**config.mk**
```make
export PLATFORM = sky130hd
export DESIGN_NAME = trot_gait_phase_generator_unit
export DESIGN_NICKNAME = d
export VERILOG_FILES = /design/src/hdl/tgpg_pkg.sv /design/src/hdl/trot_gait_phase_generator_unit.sv
export SDC_FILE = /design/constraint.sdc
export NUM_CORES = 2
export LEC_CHECK = 0
export BUFFER_PORTS_ARGS = -buffer_cell sky130_fd_sc_hd__buf_2
export CORE_MARGIN = 2
export CORE_UTILIZATION = 47
export CTS_CLUSTER_DIAMETER = 120
export DETAILED_ROUTE_END_ITERATION = 16
export GPL_ROUTABILITY_DRIVEN = 1
export PLACE_DENSITY_LB_ADDON = 0.12
export REMOVE_ABC_BUFFERS = 1
export SLEW_MARGIN = 30
export SYNTH_ARGS = -nofsm -noshare
export SYNTH_HDL_FRONTEND = slang
export SYNTH_SLANG_ARGS = --single-unit
export TNS_END_PERCENT = 50
```
**constraint.sdc**
```tcl
create_clock -name aclk -period 27.1 [get_ports aclk]
set_input_delay 4.065 -clock aclk [delete_from_list [all_inputs] [get_ports aclk]]
set_output_delay 4.065 -clock aclk [all_outputs]
set_load 0.01 [all_outputs]
```
**src/hdl/tgpg_pkg.sv**
```systemverilog
// Package for the trot gait phase generator: field widths, beat layouts,
// configuration register indexes and reset values. No dependencies.
package tgpg_pkg;

    // field widths
    localparam int NOW_W   = 32;
    localparam int SPEED_W = 16;
    localparam int STEP_W  = 20;
    localparam int SWING_W = 16;
    localparam int PHASE_W = 16;

    // beat layouts
    localparam int S_TDATA_W = 48;            // now_ms, target_speed_mm_s
    localparam int M_TDATA_W = 8 * PHASE_W;   // four stance, then four swing

    // configuration port
    localparam int CFG_ADDR_W = 1;
    localparam int CFG_DATA_W = STEP_W;
    localparam logic [CFG_ADDR_W-1:0] REG_STEP_LENGTH = 1'b0;
    localparam logic [CFG_ADDR_W-1:0] REG_SWING_PERIOD = 1'b1;
    localparam logic [STEP_W-1:0]  STEP_LENGTH_RST  = 20'd100000;
    localparam logic [SWING_W-1:0] SWING_PERIOD_RST = 16'd250;

    // datapath widths
    localparam int WV_W   = SWING_W + SPEED_W;     // swing period times speed
    localparam int PROD_W = NOW_W + SPEED_W;       // elapsed time times speed
    localparam int SUM_W  = WV_W + 1;              // step length plus W*v
    localparam int C_W    = SUM_W + 3;             // signed, doubled leg clock
    localparam int DIV_W  = SUM_W + 2;             // divider remainder

    // serial step counter, 16 steps for both multiply and divide
    localparam int CNT_W = 4;
    localparam logic [CNT_W-1:0] MUL_LAST = CNT_W'(SPEED_W - 1);
    localparam logic [CNT_W-1:0] DIV_LAST = CNT_W'(PHASE_W - 1);

    // Q0.16 one half
    localparam logic [PHASE_W-1:0] PHASE_HALF = 16'h8000;

endpackage

```
**src/hdl/trot_gait_phase_generator_unit.sv**
```systemverilog
// Trot gait phase generator, top level: bit-serial multiplier, restoring
// divider shared by both leg pairs, and the gait state.
// Depends on tgpg_pkg.
//
//  channel   direction  beat contents (lowest bit up)
//  s_        in         now_ms[31:0], target_speed_mm_s[47:32]
//  m_        out        stance_leg0..3 [63:0], swing_leg0..3 [127:64]
//  cfg_      in         wr_en, addr (0 step_length_um, 1 swing_period_ms)
//
// Sequence: a nonzero-speed beat runs from accept to the next accept through
//   the shift-add multiply (one speed bit per cycle), the restart compare,
//   then two passes through the restoring divider (one quotient bit per
//   cycle, leg pair 0/3 then leg pair 1/2), a fixup state and an output
//   state. A zero-speed beat goes straight from accept to the output state.
// Reset: synchronous, active low; no clearing pass.
// Stalls: the result sits in the output register until taken; a new beat is
//   accepted and worked on meanwhile, and waits in the output state.
module trot_gait_phase_generator_unit
    import tgpg_pkg::*;
(
    input  logic                  aclk,
    input  logic                  aresetn,

    input  logic                  s_tvalid,
    output logic                  s_tready,
    input  logic [S_TDATA_W-1:0]  s_tdata,   // now_ms, target_speed_mm_s

    output logic                  m_tvalid,
    input  logic                  m_tready,
    output logic [M_TDATA_W-1:0]  m_tdata,   // stance_leg0..3, swing_leg0..3

    input  logic                  cfg_wr_en,
    input  logic [CFG_ADDR_W-1:0] cfg_addr,
    input  logic [CFG_DATA_W-1:0] cfg_wr_data
);

    typedef enum logic [2:0] {
        S_IDLE, S_MUL, S_CMP, S_SETUP, S_DIV, S_STORE, S_FIN, S_DONE
    } state_t;

    typedef enum logic [1:0] {
        KIND_NONE, KIND_STANCE, KIND_SWING
    } leg_kind_t;

    // configuration
    logic [STEP_W-1:0]  step_len_reg;
    logic [SWING_W-1:0] swing_per_reg;

    // gait state
    logic [NOW_W-1:0]   touchdown_reg;
    logic               started_reg;
    logic               swung_reg;

    // control
    state_t             state_reg;
    logic [CNT_W-1:0]   cnt_reg;
    logic               leg_sel_reg;
    leg_kind_t          kind_reg;
    logic               m_tvalid_reg;

    // multiplier
    logic [NOW_W-1:0]   now_reg;
    logic [PROD_W-1:0]  mcand_e_reg;
    logic [WV_W-1:0]    mcand_w_reg;
    logic [SPEED_W-1:0] mplier_reg;
    logic [PROD_W-1:0]  acc_ev_reg;
    logic [WV_W-1:0]    acc_wv_reg;

    // leg clocks, doubled and scaled by speed
    logic signed [C_W-1:0] c0_reg;
    logic signed [C_W-1:0] c1_reg;
    logic signed [C_W-1:0] two_l_reg;
    logic signed [C_W-1:0] two_wv_reg;

    // divider
    logic [DIV_W-1:0]   rem_reg;
    logic [DIV_W-1:0]   dvsr_reg;
    logic [PHASE_W-1:0] quot_reg;

    // leg results; legs 2 and 3 mirror legs 1 and 0
    logic [PHASE_W-1:0] st0_reg, st1_reg, st3_reg, sw0_reg, sw1_reg;
    logic               in_swing0_reg;
    logic [M_TDATA_W-1:0] m_tdata_reg;

    // input beat fields
    logic [NOW_W-1:0]   s_now;
    logic [SPEED_W-1:0] s_speed;
    assign s_now   = s_tdata[NOW_W-1:0];
    assign s_speed = s_tdata[NOW_W +: SPEED_W];

    // restart compare and leg clocks
    logic [NOW_W-1:0]      elapsed;
    logic [SUM_W-1:0]      sum_lw;
    logic                  restart;
    logic [PROD_W-1:0]     ev_eff;
    logic signed [C_W-1:0] c0_calc, c1_calc, two_l_calc, two_wv_calc;

    always_comb begin
        elapsed = started_reg ? (s_now - touchdown_reg) : '0;
        sum_lw  = {{(SUM_W-STEP_W){1'b0}}, step_len_reg} + {1'b0, acc_wv_reg};
        restart = acc_ev_reg >= {{(PROD_W-SUM_W){1'b0}}, sum_lw};
        ev_eff  = restart ? '0 : acc_ev_reg;
        c0_calc = $signed({ev_eff[C_W-2:0], 1'b0});
        c1_calc = c0_calc - $signed({{(C_W-SUM_W){1'b0}}, sum_lw});
        two_l_calc  = $signed({{(C_W-STEP_W-1){1'b0}}, step_len_reg, 1'b0});
        two_wv_calc = $signed({{(C_W-WV_W-1){1'b0}}, acc_wv_reg, 1'b0});
    end

    // leg window classification for the selected leg pair
    logic signed [C_W-1:0] c_sel, x_wide, win_end;
    logic                  hit_stance, hit_neg_swing, hit_pos_swing;
    leg_kind_t             kind_calc;
    logic [DIV_W-1:0]      x_calc, d_calc;

    always_comb begin
        c_sel   = leg_sel_reg ? c1_reg : c0_reg;
        win_end = two_l_reg + two_wv_reg;
        hit_stance    = !c_sel[C_W-1] && (c_sel != '0) && (c_sel < two_l_reg);
        hit_neg_swing = c_sel[C_W-1] && (c_sel > -two_wv_reg);
        hit_pos_swing = (c_sel > two_l_reg) && (c_sel < win_end);
        x_wide    = '0;
        d_calc    = DIV_W'(1);
        kind_calc = KIND_NONE;
        if (hit_stance) begin
            x_wide    = c_sel;
            d_calc    = two_l_reg[DIV_W-1:0];
            kind_calc = KIND_STANCE;
        end else if (hit_neg_swing) begin
            x_wide    = c_sel + two_wv_reg;
            d_calc    = two_wv_reg[DIV_W-1:0];
            kind_calc = KIND_SWING;
        end else if (hit_pos_swing) begin
            x_wide    = c_sel - two_l_reg;
            d_calc    = two_wv_reg[DIV_W-1:0];
            kind_calc = KIND_SWING;
        end
        x_calc = x_wide[DIV_W-1:0];
    end

    // restoring divider step
    logic [DIV_W-1:0] rem_dbl, rem_diff;
    logic             rem_ge;

    always_comb begin
        rem_dbl  = {rem_reg[DIV_W-2:0], 1'b0};
        rem_diff = rem_dbl - dvsr_reg;
        rem_ge   = rem_dbl >= dvsr_reg;
    end

    // result of the finished divide, split by window kind
    logic [PHASE_W-1:0] q_stance, q_swing;
    logic               swung_new;

    always_comb begin
        q_stance  = (kind_reg == KIND_STANCE) ? quot_reg : '0;
        q_swing   = (kind_reg == KIND_SWING) ? quot_reg : '0;
        swung_new = swung_reg | in_swing0_reg;
    end

    always_ff @(posedge aclk) begin
        if (!aresetn) begin
            state_reg     <= S_IDLE;
            m_tvalid_reg  <= 1'b0;
            step_len_reg  <= STEP_LENGTH_RST;
            swing_per_reg <= SWING_PERIOD_RST;
            touchdown_reg <= '0;
            started_reg   <= 1'b0;
            swung_reg     <= 1'b0;
            cnt_reg       <= '0;
            leg_sel_reg   <= 1'b0;
            kind_reg      <= KIND_NONE;
        end else begin
            if (cfg_wr_en) begin
                case (cfg_addr)
                    REG_STEP_LENGTH:  step_len_reg  <= cfg_wr_data;
                    REG_SWING_PERIOD: swing_per_reg <= cfg_wr_data[SWING_W-1:0];
                    default: ;
                endcase
            end

            // the output state reloads the beat itself when it is taken
            if (m_tvalid_reg && m_tready && (state_reg != S_DONE)) begin
                m_tvalid_reg <= 1'b0;
            end

            case (state_reg)
                S_IDLE: begin
                    if (s_tvalid) begin
                        if (s_speed == '0) begin
                            // stop: clear touchdown and swung, all phases zero
                            touchdown_reg <= '0;
                            swung_reg     <= 1'b0;
                            st0_reg <= '0;
                            st1_reg <= '0;
                            st3_reg <= '0;
                            sw0_reg <= '0;
                            sw1_reg <= '0;
                            state_reg <= S_DONE;
                        end else begin
                            if (!started_reg) begin
                                started_reg   <= 1'b1;
                                touchdown_reg <= s_now;
                            end
                            now_reg     <= s_now;
                            mcand_e_reg <= {{(PROD_W-NOW_W){1'b0}}, elapsed};
                            mcand_w_reg <= {{(WV_W-SWING_W){1'b0}}, swing_per_reg};
                            mplier_reg  <= s_speed;
                            acc_ev_reg  <= '0;
                            acc_wv_reg  <= '0;
                            cnt_reg     <= '0;
                            state_reg   <= S_MUL;
                        end
                    end
                end

                S_MUL: begin
                    // one speed bit per cycle, LSB first
                    if (mplier_reg[0]) begin
                        acc_ev_reg <= acc_ev_reg + mcand_e_reg;
                        acc_wv_reg <= acc_wv_reg + mcand_w_reg;
                    end
                    mcand_e_reg <= {mcand_e_reg[PROD_W-2:0], 1'b0};
                    mcand_w_reg <= {mcand_w_reg[WV_W-2:0], 1'b0};
                    mplier_reg  <= {1'b0, mplier_reg[SPEED_W-1:1]};
                    cnt_reg     <= cnt_reg + 1'b1;
                    if (cnt_reg == MUL_LAST) begin
                        state_reg <= S_CMP;
                    end
                end

                S_CMP: begin
                    // stride over: restart at touchdown
                    if (restart) begin
                        touchdown_reg <= now_reg;
                    end
                    c0_reg      <= c0_calc;
                    c1_reg      <= c1_calc;
                    two_l_reg   <= two_l_calc;
                    two_wv_reg  <= two_wv_calc;
                    leg_sel_reg <= 1'b0;
                    state_reg   <= S_SETUP;
                end

                S_SETUP: begin
                    // outside every window: 0 / 1 gives a zero quotient
                    rem_reg   <= x_calc;
                    dvsr_reg  <= d_calc;
                    kind_reg  <= kind_calc;
                    cnt_reg   <= '0;
                    state_reg <= S_DIV;
                end

                S_DIV: begin
                    rem_reg  <= rem_ge ? rem_diff : rem_dbl;
                    quot_reg <= {quot_reg[PHASE_W-2:0], rem_ge};
                    cnt_reg  <= cnt_reg + 1'b1;
                    if (cnt_reg == DIV_LAST) begin
                        state_reg <= S_STORE;
                    end
                end

                S_STORE: begin
                    if (!leg_sel_reg) begin
                        st0_reg       <= q_stance;
                        sw0_reg       <= q_swing;
                        in_swing0_reg <= (kind_reg == KIND_SWING);
                        leg_sel_reg   <= 1'b1;
                        state_reg     <= S_SETUP;
                    end else begin
                        st1_reg   <= q_stance;
                        sw1_reg   <= q_swing;
                        state_reg <= S_FIN;
                    end
                end

                S_FIN: begin
                    // before the first swing of leg 0, hold leg 3 at half and leg 0 at half or above
                    swung_reg <= swung_new;
                    if (!swung_new) begin
                        if (st0_reg < PHASE_HALF) begin
                            st0_reg <= PHASE_HALF;
                        end
                        st3_reg <= PHASE_HALF;
                    end else begin
                        st3_reg <= st0_reg;
                    end
                    state_reg <= S_DONE;
                end

                S_DONE: begin
                    if (!m_tvalid_reg || m_tready) begin
                        m_tdata_reg  <= {sw0_reg, sw1_reg, sw1_reg, sw0_reg,
                                         st3_reg, st1_reg, st1_reg, st0_reg};
                        m_tvalid_reg <= 1'b1;
                        state_reg    <= S_IDLE;
                    end
                end

                default: state_reg <= S_IDLE;
            endcase
        end
    end

    assign s_tready = (state_reg == S_IDLE);
    assign m_tvalid = m_tvalid_reg;
    assign m_tdata  = m_tdata_reg;

endmodule

```
==> reports/qor.csv <==
metric,value,unit
R2R cell count,34,
"antenna viol nets, final",0,
CTS Hold Bufs,0,
# Post-CTS Setup Buffers,0,
Clock Sinks,656,
fraction of layout instances using a drive strength above 1,0.1022,
Tcrit/Tclk final,0.3293,
total grt overflow,0,
Sum Neg Setup Slack,0,ns
Worst Tran Pin Value,1.091,ns
VDD IR max,0.06111,mV
"CTS clk-pin slew, worst paths",0.06,ns
CP arrival,9.27,ns
Setup Viol. Count Final,0,
Ports,204,
highest clock rate,0.1121,GHz
Pleak,19.05,nW
Max-Cap Viols,0,
Syn Area/Cell,10.19,µm²
PostCTS Resize Cnt,0,
Starting DRT DRC Count,1981,
DRC,0,
Slowest cell on crit path,a2111oi_1,
Reg2Reg Setup Slack,18.18,ns
unrepaired setup endpoints after global routing,no,
Placed Cells,5316,
Setup crit end kind,flop,
Final Max Slew Viols,0,
first-pass GRT wire length,159900,µm
Die ar.,0.09090,mm²
clk_lat worst skew,0.62,ns
worst-path fanout max,34,
Avg WL per Cell,18.59,µm
total CTS buffers,75,
post-synthesis sequential area ratio,0.4541,
core box area,0.08810,mm²
clock tree from TritonCTS,yes,
dominant synthesized flop cell,edfxtp_1,
placed inst area,0.04363,mm²
max reg flops,80,
Root Buffer,clkbuf_16,
vias per cell,5.581,
outcome,finished clean,
Die W,301.5,µm
first-pass detailed-route iteration total,5,
# nets final,4679,
final HPWL from detailed placement,77190,µm
Yosys warnings,0,
Final Skew,0.02775,ns
largest net degree at the start of global routing,75,
Fill cells,8093,
Port Buffers,203,
GP Congestion,0.8837,
"Hold Vio Cnt, Final",0,
total power,3.779,mW
ys async rst share,0,
clock buffer depth,3,
min-delay worst type,reg -> reg,
post-synthesis sequential element count,656,
Die H,301.5,µm
initial antenna violation count,2,
"most used cell, CP",a21oi_1,
P&R area growth vs syn,10.91,%
hold path cells,0,
"EDFF count, synth",575,
worst hold path startpoint,st3_reg[11],
final WL,101300,µm
Total GRT Usage,0.2216,
Mapped Cells,4083,
Starting Density,0.4721,
"slowest stage delay, CP",0.60,ns
worst endpoint required time,27.45,ns
min Tclk post-route,8.924,ns
Hold EP,m_tdata[59],
H-tree levels,3,
pwr/cell area,81.91,mW/mm²
final instance area,0.04613,mm²
RR Startpoint,acc_wv_reg[1],
Netlist cell types,85,
via count,30416,
Cell Rows,109,
vias in the first global route,29323,
worst hold slack,0.4065,ns
Slew HR,0.2708,
kind of critical path,reg -> reg,
CP startpoint kind,flop,
Post-Layout Cell Count,5450,
cell area after synthesis,0.04159,mm²
Worst R2R End,c1_reg[32],
[through the flow]
| stage | utilization | setup slack, ns |
|---|---|---|
| after floorplan | - | 12.20 |
| after global placement | 0.4953 | 18.40 |
| after detailed placement | 0.4953 | 18.23 |
| final | 0.5236 | 18.18 |
| after CTS | 0.5236 | 18.17 |
| after global routing | 0.5236 | 17.43 |
[power by group]
part	internal (mW)	switching, mW
registers	1.30	0.105
clock network	0.617	0.412
logic	0.553	0.796
[routing by layer]
| metal | part of all wire | up-vias | GRT usage |
|---|---|---|---|
| li1 | - | 15292 | - |
| met2 | 0.45 | 547 | 0.3540 |
| met1 | 0.49 | 14446 | 0.3211 |
| met4 | 0.023 | 0 | 0.05835 |
| met5 | 0 | - | 0 |
| met3 | 0.039 | 131 | 0.02298 |
[worst max-delay path: cells and delay by family, from the launching register on]
| kind | cells | cell delay (ns) |
|---|---|---|
| flops | 1 | 0.43 |
| compound gates | 25 | 6.25 |
| simple gates | 3 | 0.45 |
| xor+xnor | 2 | 0.30 |
| buf+inv | 1 | 0.33 |
| fa+ha+maj | 3 | 0.87 |
[worst max path at each step]
stage                   from  slack, ns        endpoint  depth (start not counted)
3_3_place_gp   acc_wv_reg[1]      18.40      c1_reg[32]                         34
2_1_floorplan    s_tdata[33]      12.20  mcand_e_reg[0]                          4
5_1_grt        acc_wv_reg[1]      17.43      c1_reg[33]                         36
6_report       acc_wv_reg[1]      18.18      c1_reg[32]                         34
3_5_place_dp   acc_wv_reg[1]      18.23      c1_reg[32]                         34
4_1_cts        acc_wv_reg[1]      18.17      c1_reg[32]                         34
[synthesized netlist by cell type (38+ instances only)]
cell / number / area share
and2_1: 160 / 0.024
nor2b_1: 49 / 0.0074
o21ai_0: 182 / 0.022
buf_4: 48 / 0.0087
edfxtp_1: 575 / 0.42
o21bai_1: 38 / 0.0069
nand2b_1: 38 / 0.0057
clkbuf_1: 108 / 0.0097
nand2_1: 410 / 0.037
a21o_1: 188 / 0.034
nand4_1: 51 / 0.0077
a21oi_1: 270 / 0.032
ha_1: 368 / 0.11
nor2_1: 251 / 0.023
nor3_1: 83 / 0.010
xnor2_1: 156 / 0.033
and3_1: 41 / 0.0062
xor2_1: 129 / 0.027
o21a_1: 46 / 0.0083
nand3_1: 144 / 0.017
dfxtp_1: 81 / 0.039
inv_1: 171 / 0.015
[logic make-up (layout without fill, tap and decap cells)]
group,count (synthesis),count (layout),synth area share
buffers and inverters,347,547,0.03604
adder cells (fa/ha/maj),377,377,0.1150
XOR/XNOR,285,285,0.06001
AO/OA/AOI/OAI,1040,1040,0.1663
multiplexers,45,45,0.01179
flip-flops,656,656,0.4541
other,1,3,0.00009016
AND/OR/NAND/NOR,1332,1332,0.1566
[area by class of cell]
cell class / instances / area (µm²) / area share
repair buffers: 243 / 1320 / 0.02861
flip-flops and latches: 656 / 18890 / 0.4095
well taps: 1165 / 1458 / 0.03160
diodes: 1 / 2.502 / 0.00005424
clock buffers: 100 / 2074 / 0.04497
clock inverters: 33 / 419.2 / 0.009086
inverters: 171 / 641.9 / 0.01391
multi-input cells: 3081 / 21330 / 0.4623
[placed cells by master, fill, tap and decap left out, types with 27 or more instances in the layout]
| cell | instances |
|---|---|
| nand3_1 | 144 |
| buf_2 | 203 |
| inv_1 | 171 |
| and2_1 | 160 |
| o211a_1 | 35 |
| xor2_1 | 129 |
| and3_1 | 40 |
| a21o_1 | 188 |
| nand4_1 | 51 |
| o21ai_0 | 182 |
| buf_4 | 39 |
| xnor2_1 | 156 |
| o21a_1 | 46 |
| a21boi_0 | 34 |
| edfxtp_1 | 575 |
| dfxtp_1 | 80 |
| nor2_1 | 248 |
| clkbuf_16 | 78 |
| a31oi_1 | 29 |
| mux2_2 | 32 |
| a21oi_1 | 269 |
| nand2b_1 | 38 |
| nor3_1 | 78 |
| ha_1 | 368 |
| a211oi_1 | 27 |
| nor2b_1 | 49 |
| nand2_1 | 410 |
| o21bai_1 | 38 |
No activity file was read; power rests on OpenSTA's default activity.
